==> src/ccext_pkg.sv <==
// Shared types and constants for the cycle counter extension block.
`default_nettype none

package ccext_pkg;

  // Fixed field widths.
  localparam int unsigned SampleW = 32;
  localparam int unsigned CountW  = 64;
  localparam int unsigned FreqW   = 32;
  localparam int unsigned MsW     = 32;
  localparam int unsigned UsConstW = 20;
  localparam int unsigned ProdW   = SampleW + UsConstW;

  // Conversion constants.
  localparam logic [UsConstW-1:0] US_PER_S   = 20'd1000000;
  localparam logic [FreqW-1:0]    US_PER_MS  = 32'd1000;
  localparam logic [FreqW-1:0]    FREQ_RESET = 32'd480000000;

  // Reciprocal division by 1000, taking 16 dividend bits per digit. The partial
  // dividend stays below 1000 * 2^16, where ceil(2^36 / 1000) gives exact quotients.
  localparam int unsigned MsDigitW = 16;
  localparam int unsigned MsRemW   = 10;
  localparam int unsigned MsNumW   = MsRemW + MsDigitW;
  localparam int unsigned MsRecipW = 27;
  localparam int unsigned MsProdW  = MsNumW + MsRecipW;
  localparam int unsigned MS_SHIFT = 36;
  localparam logic [MsRecipW-1:0] MS_RECIP = 27'd68719477;

  // Configuration register indexes.
  localparam logic CFG_FREQ = 1'b0;
  localparam logic CFG_EN   = 1'b1;

  // Request to the shared divider.
  typedef struct packed {
    logic              start;
    logic [CountW-1:0] dividend;
    logic [FreqW-1:0]  divisor;
  } div_req_t;

  // Status from the shared divider.
  typedef struct packed {
    logic busy;
    logic done;
  } div_stat_t;

endpackage

`default_nettype wire

==> src/ccext_div.sv <==
// Restoring divider, 64-bit dividend by 32-bit divisor, one quotient bit per cycle.
`default_nettype none

module ccext_div
  import ccext_pkg::*;
(
  input  wire logic              clk_i,
  input  wire logic              rst_ni,
  input  wire div_req_t          req_i,
  output div_stat_t              stat_o,
  output logic [CountW-1:0]      quotient_o,
  output logic [FreqW-1:0]       remainder_o
);

  localparam int unsigned CntW = $clog2(CountW);

  logic              busy_q, busy_d;
  logic              done_q, done_d;
  logic [CntW-1:0]   cnt_q, cnt_d;
  logic [CountW-1:0] quo_q, quo_d;
  logic [FreqW-1:0]  rem_q, rem_d;
  logic [FreqW-1:0]  dvs_q, dvs_d;
  logic [FreqW:0]    shifted;
  logic [FreqW:0]    diff;
  logic              ge;

  // One restoring step: shift in the next dividend bit and try a subtract.
  assign shifted = {rem_q, quo_q[CountW-1]};
  assign diff    = shifted - {1'b0, dvs_q};
  assign ge      = (shifted >= {1'b0, dvs_q});

  // Step control.
  always_comb begin
    busy_d = busy_q;
    done_d = 1'b0;
    cnt_d  = cnt_q;
    quo_d  = quo_q;
    rem_d  = rem_q;
    dvs_d  = dvs_q;
    if (req_i.start) begin
      busy_d = 1'b1;
      cnt_d  = '0;
      quo_d  = req_i.dividend;
      rem_d  = '0;
      dvs_d  = req_i.divisor;
    end else if (busy_q) begin
      quo_d = {quo_q[CountW-2:0], ge};
      rem_d = ge ? diff[FreqW-1:0] : shifted[FreqW-1:0];
      cnt_d = cnt_q + 1'b1;
      if (cnt_q == CntW'(CountW - 1)) begin
        busy_d = 1'b0;
        done_d = 1'b1;
      end
    end
  end

  // Control registers.
  always_ff @(posedge clk_i or negedge rst_ni) begin
    if (!rst_ni) begin
      busy_q <= 1'b0;
      done_q <= 1'b0;
      cnt_q  <= '0;
    end else begin
      busy_q <= busy_d;
      done_q <= done_d;
      cnt_q  <= cnt_d;
    end
  end

  // Working registers.
  always_ff @(posedge clk_i) begin
    quo_q <= quo_d;
    rem_q <= rem_d;
    dvs_q <= dvs_d;
  end

  assign stat_o.busy  = busy_q;
  assign stat_o.done  = done_q;
  assign quotient_o   = quo_q;
  assign remainder_o  = rem_q;

endmodule

`default_nettype wire

==> config.mk <==
export PLATFORM = sky130hd
export DESIGN_NAME = ccext_div
export DESIGN_NICKNAME = d
export VERILOG_FILES = /design/src/ccext_pkg.sv /design/src/ccext_div.sv
export SDC_FILE = /design/constraint.sdc
export NUM_CORES = 1
export LEC_CHECK = 0
export BUFFER_PORTS_ARGS = -buffer_cell sky130_fd_sc_hd__buf_2
export CORE_ASPECT_RATIO = 0.75
export CORE_MARGIN = 3
export CORE_UTILIZATION = 30
export DETAILED_ROUTE_END_ITERATION = 10
export PLACE_DENSITY = 0.62
export RECOVER_POWER = 25
export SYNTH_ARGS = -nofsm -noshare
export SYNTH_HDL_FRONTEND = slang
export SYNTH_SLANG_ARGS = --single-unit
==> constraint.sdc <==
create_clock -name clk_i -period 8.15 [get_ports clk_i]
set_input_delay 2.0375 -clock clk_i [delete_from_list [all_inputs] [get_ports clk_i]]
set_output_delay 2.0375 -clock clk_i [all_outputs]
set_load 0.02 [all_outputs]
==> results.py <==
metrics = {
    "status": {
        "status": "complete, no violations",
    },
    "cells_and_area": {
        "area_delta_synth_final_pct": 25.3,
        "nFillCells": 2400,
        "final_nets": 976,
        "layout_commonest_cell": "buf_2",
        "drive_gt1_share_pct": 35.2,
        "instances_no_fill": 1182,
        "most-common-layout-cells": "buf_2, edfxtp_1, mux2_2, nor2_1, nand2_1",
        "finish.utilization_pct": 39.2,
    },
    "floorplanning": {
        "io_pins": 197,
        "initial_core_util_pct": 31.3,
        "rows": 48,
        "die-area_um2": 26500,
        "die_h_um": 142,
        "core-area_um2": 23500,
        "die_w_um": 187,
    },
    "place": {
        "place_congestion": 0.831,
        "place_inst": 1149,
        "place_ws_ps": 3830,
        "port_buffers": 196,
        "dp_hpwl_um": 13700,
    },
    "pwr": {
        "ir_worst_vdd_v": 0.000163,
        "power_w": 0.00280,
        "pwr_density_cell_nw_per_um2": 304,
        "leakagePower_nw": 4.07,
    },
    "clock_tree": {
        "cts-buffers-inserted": 17,
        "clk_path_buf_depth": 2,
        "h-tree-depth": 4,
        "cts_hold_buf": 0,
        "cts_tree": "built",
        "clock_sinks": 136,
        "cts_root_buffer": "clkbuf_16",
        "clkLatencyLatePin_ps": 420,
        "postCtsSetupBuffers": 0,
        "cts.clk_slew.worst_paths_ps": 60,
        "cts_resized": 0,
    },
    "routing": {
        "dr_wl_met3_um": 966,
        "routedWlPerCell_um": 15.9,
        "drc_errors": 0,
        "met2_length_um": 7940,
        "wl_met1_um": 9600,
        "firstDrtPassIters": 4,
        "routed_wirelength_um": 18800,
        "top_layer_used": "met4",
        "vias": 5578,
        "antenna_left": 0,
        "viasPerCell": 4.72,
        "drt_iter0_markers": 341,
    },
    "worst_setup_path": {
        "reg2reg_depth": 9,
        "start_kind": "input port",
        "critical_path.max_stage_delay_ps": 630,
        "path_cells": "buf_4 > nor2_1 > inv_2 > buf_4",
        "worst-path-stages": 4,
        "crit_arrival_ps": 3920,
        "crit_fanout": 70,
        "end_kind": "flop",
        "slowest_stage": "buf_4",
        "critPathKind": "input port to flop",
        "cp.required_ps": 8200,
        "critPathBufInv": 3,
        "cpMostUsedCell": "buf_4",
        "path_delay_family": "buffers and inverters",
    },
    "timing": {
        "drv_slew": 0,
        "hold_viol": 0,
        "min_period_over_period_pct": 47.5,
        "slew_headroom_pct": 39.8,
        "fmax_mhz": 258,
        "setup_tns_ps": 0,
        "layout_min_cycle_time_ps": 3870,
        "worst_clock_skew_ps": 9.44,
        "setup_ws_ps": 4280,
        "setup_violations": 0,
        "worstMarginPinSlew_ps": 902,
        "grt_setup_unrepaired": "no",
    },
    "logic_synthesis": {
        "synth_edf_count": 96,
        "synth_area_per_cell_um2": 11.1,
        "syn_nets": 795,
        "synth_seq_area_share_pct": 50.6,
        "netlist_area_um2": 7360,
        "ys.flop_type": "edfxtp_1",
        "yosysWarnings": 0,
        "postSynthCellCount": 662,
        "yosysUniqueCellTypes": 62,
        "ys_ff_latch": 136,
        "synthArstFlopShare_pct": 5.88,
    },
    "run": {
        "maxCapViolations": 0,
    },
    "hold_path": {
        "min_path_type": "flop to flop",
        "hold_depth": 2,
    },
    "global_route": {
        "antenna_found_initial": 1,
        "grt_overflow_total": 0,
        "first_global_vias": 5536,
        "grt_max_degree": 82,
        "grt_pass1_wl_um": 30200,
        "grt_usage_pct": 14.2,
    },
}
[per-layer routing]
metal,GRT usage [%],vias to the layer above
met5,0,-
met4,4.14,0
met2,20.5,143
met3,3.70,18
li1,-,2803
met1,20.8,2614
[final timing paths]
| path | startpoint | to | slack, ps |
|---|---|---|---|
| max | req_i[96] | quotient_o[4]$_DFFE_PP_ | 4280 |
| min | remainder_o[25]$_SDFFE_PP0P_ | remainder_o[26]$_SDFFE_PP0P_ | 510 |
| max reg2reg | remainder_o[7]$_SDFFE_PP0P_ | quotient_o[0]$_DFFE_PP_ | 4680 |
| min reg2reg | remainder_o[25]$_SDFFE_PP0P_ | remainder_o[26]$_SDFFE_PP0P_ | 510 |
| max in group asynchronous | rst_ni | busy_q$_DFF_PN0_ | 6280 |
| min in group asynchronous | rst_ni | done_q$_DFF_PN0_ | 1540 |
[Yosys cell counts, types with 4 or more instances]
cell type   n  area share (%)
xor2_1     16             1.9
o21ai_0    15             1.0
nor4_1      4            0.34
a211oi_1   16             1.6
buf_2       8            0.54
a311oi_1   11             1.3
and2_1      7            0.59
nor3b_1     6            0.61
ha_1       33             5.6
nand2b_1    6            0.51
nand4_1     6            0.51
nor3_1      8            0.54
a21o_1     17             1.7
o22ai_1     4            0.34
inv_1      41             2.1
buf_1       6            0.31
and3_1      6            0.51
o21a_1      5            0.51
a31oi_1     7            0.59
edfxtp_1   96              39
dfxtp_1    32             8.7
nor2_1     51             2.6
dfrtp_1     8             2.7
xnor2_1    15             1.8
mux2_2     64             9.8
a21oi_1    36             2.4
clkbuf_1   20             1.0
mux2i_1    11             1.5
nand2_1    45             2.3
nand3_1    12            0.82
o31ai_1     4            0.41
[kinds of logic after synthesis]
family / Yosys count / synth area share [%]
AND/OR/NAND/NOR: 169 / 11.3
AO/OA/AOI/OAI: 139 / 12.9
flip-flops: 136 / 50.6
buffers and inverters: 78 / 4.32
multiplexers: 75 / 11.3
adder cells (fa/ha/maj): 34 / 5.88
XOR/XNOR: 31 / 3.69
[report_power, final]
group,total [W],switching (W),internal (W)
clock network,0.000808,0.000319,0.000489
logic,0.00105,0.000630,0.000418
registers,0.000946,0.0000885,0.000858
[sequential cells by signal, indices dropped and copies added (netlist names)]
signal,cells
cnt_q,6
done_q,1
dvs_q,32
remainder_o,32
busy_q,1
quotient_o,64
[layout make-up]
type,instances,area [µm²],share of cell area [%]
antenna,1,2.50,0.0271
clock inverter,15,193,2.09
timing repair buffer,199,996,10.8
sequential,136,3720,40.4
multi-input combinational,448,3320,36.0
tap,325,407,4.41
inverter,41,154,1.67
clock buffer,17,425,4.61
[worst min-delay path, cell delays in order, from the launching register on]
cell and delay, ps:
dfxtp_1 330, nand2_1 60, a311oi_1 70
[stage by stage]
stage,hold slack (ps),instance area (µm²)
2_1_floorplan,504,7360
3_3_place_gp,500,8610
3_5_place_dp,503,8610
4_1_cts,517,9230
5_1_grt,540,9220
6_report,514,9220
Power figures use the tool's default switching activity.
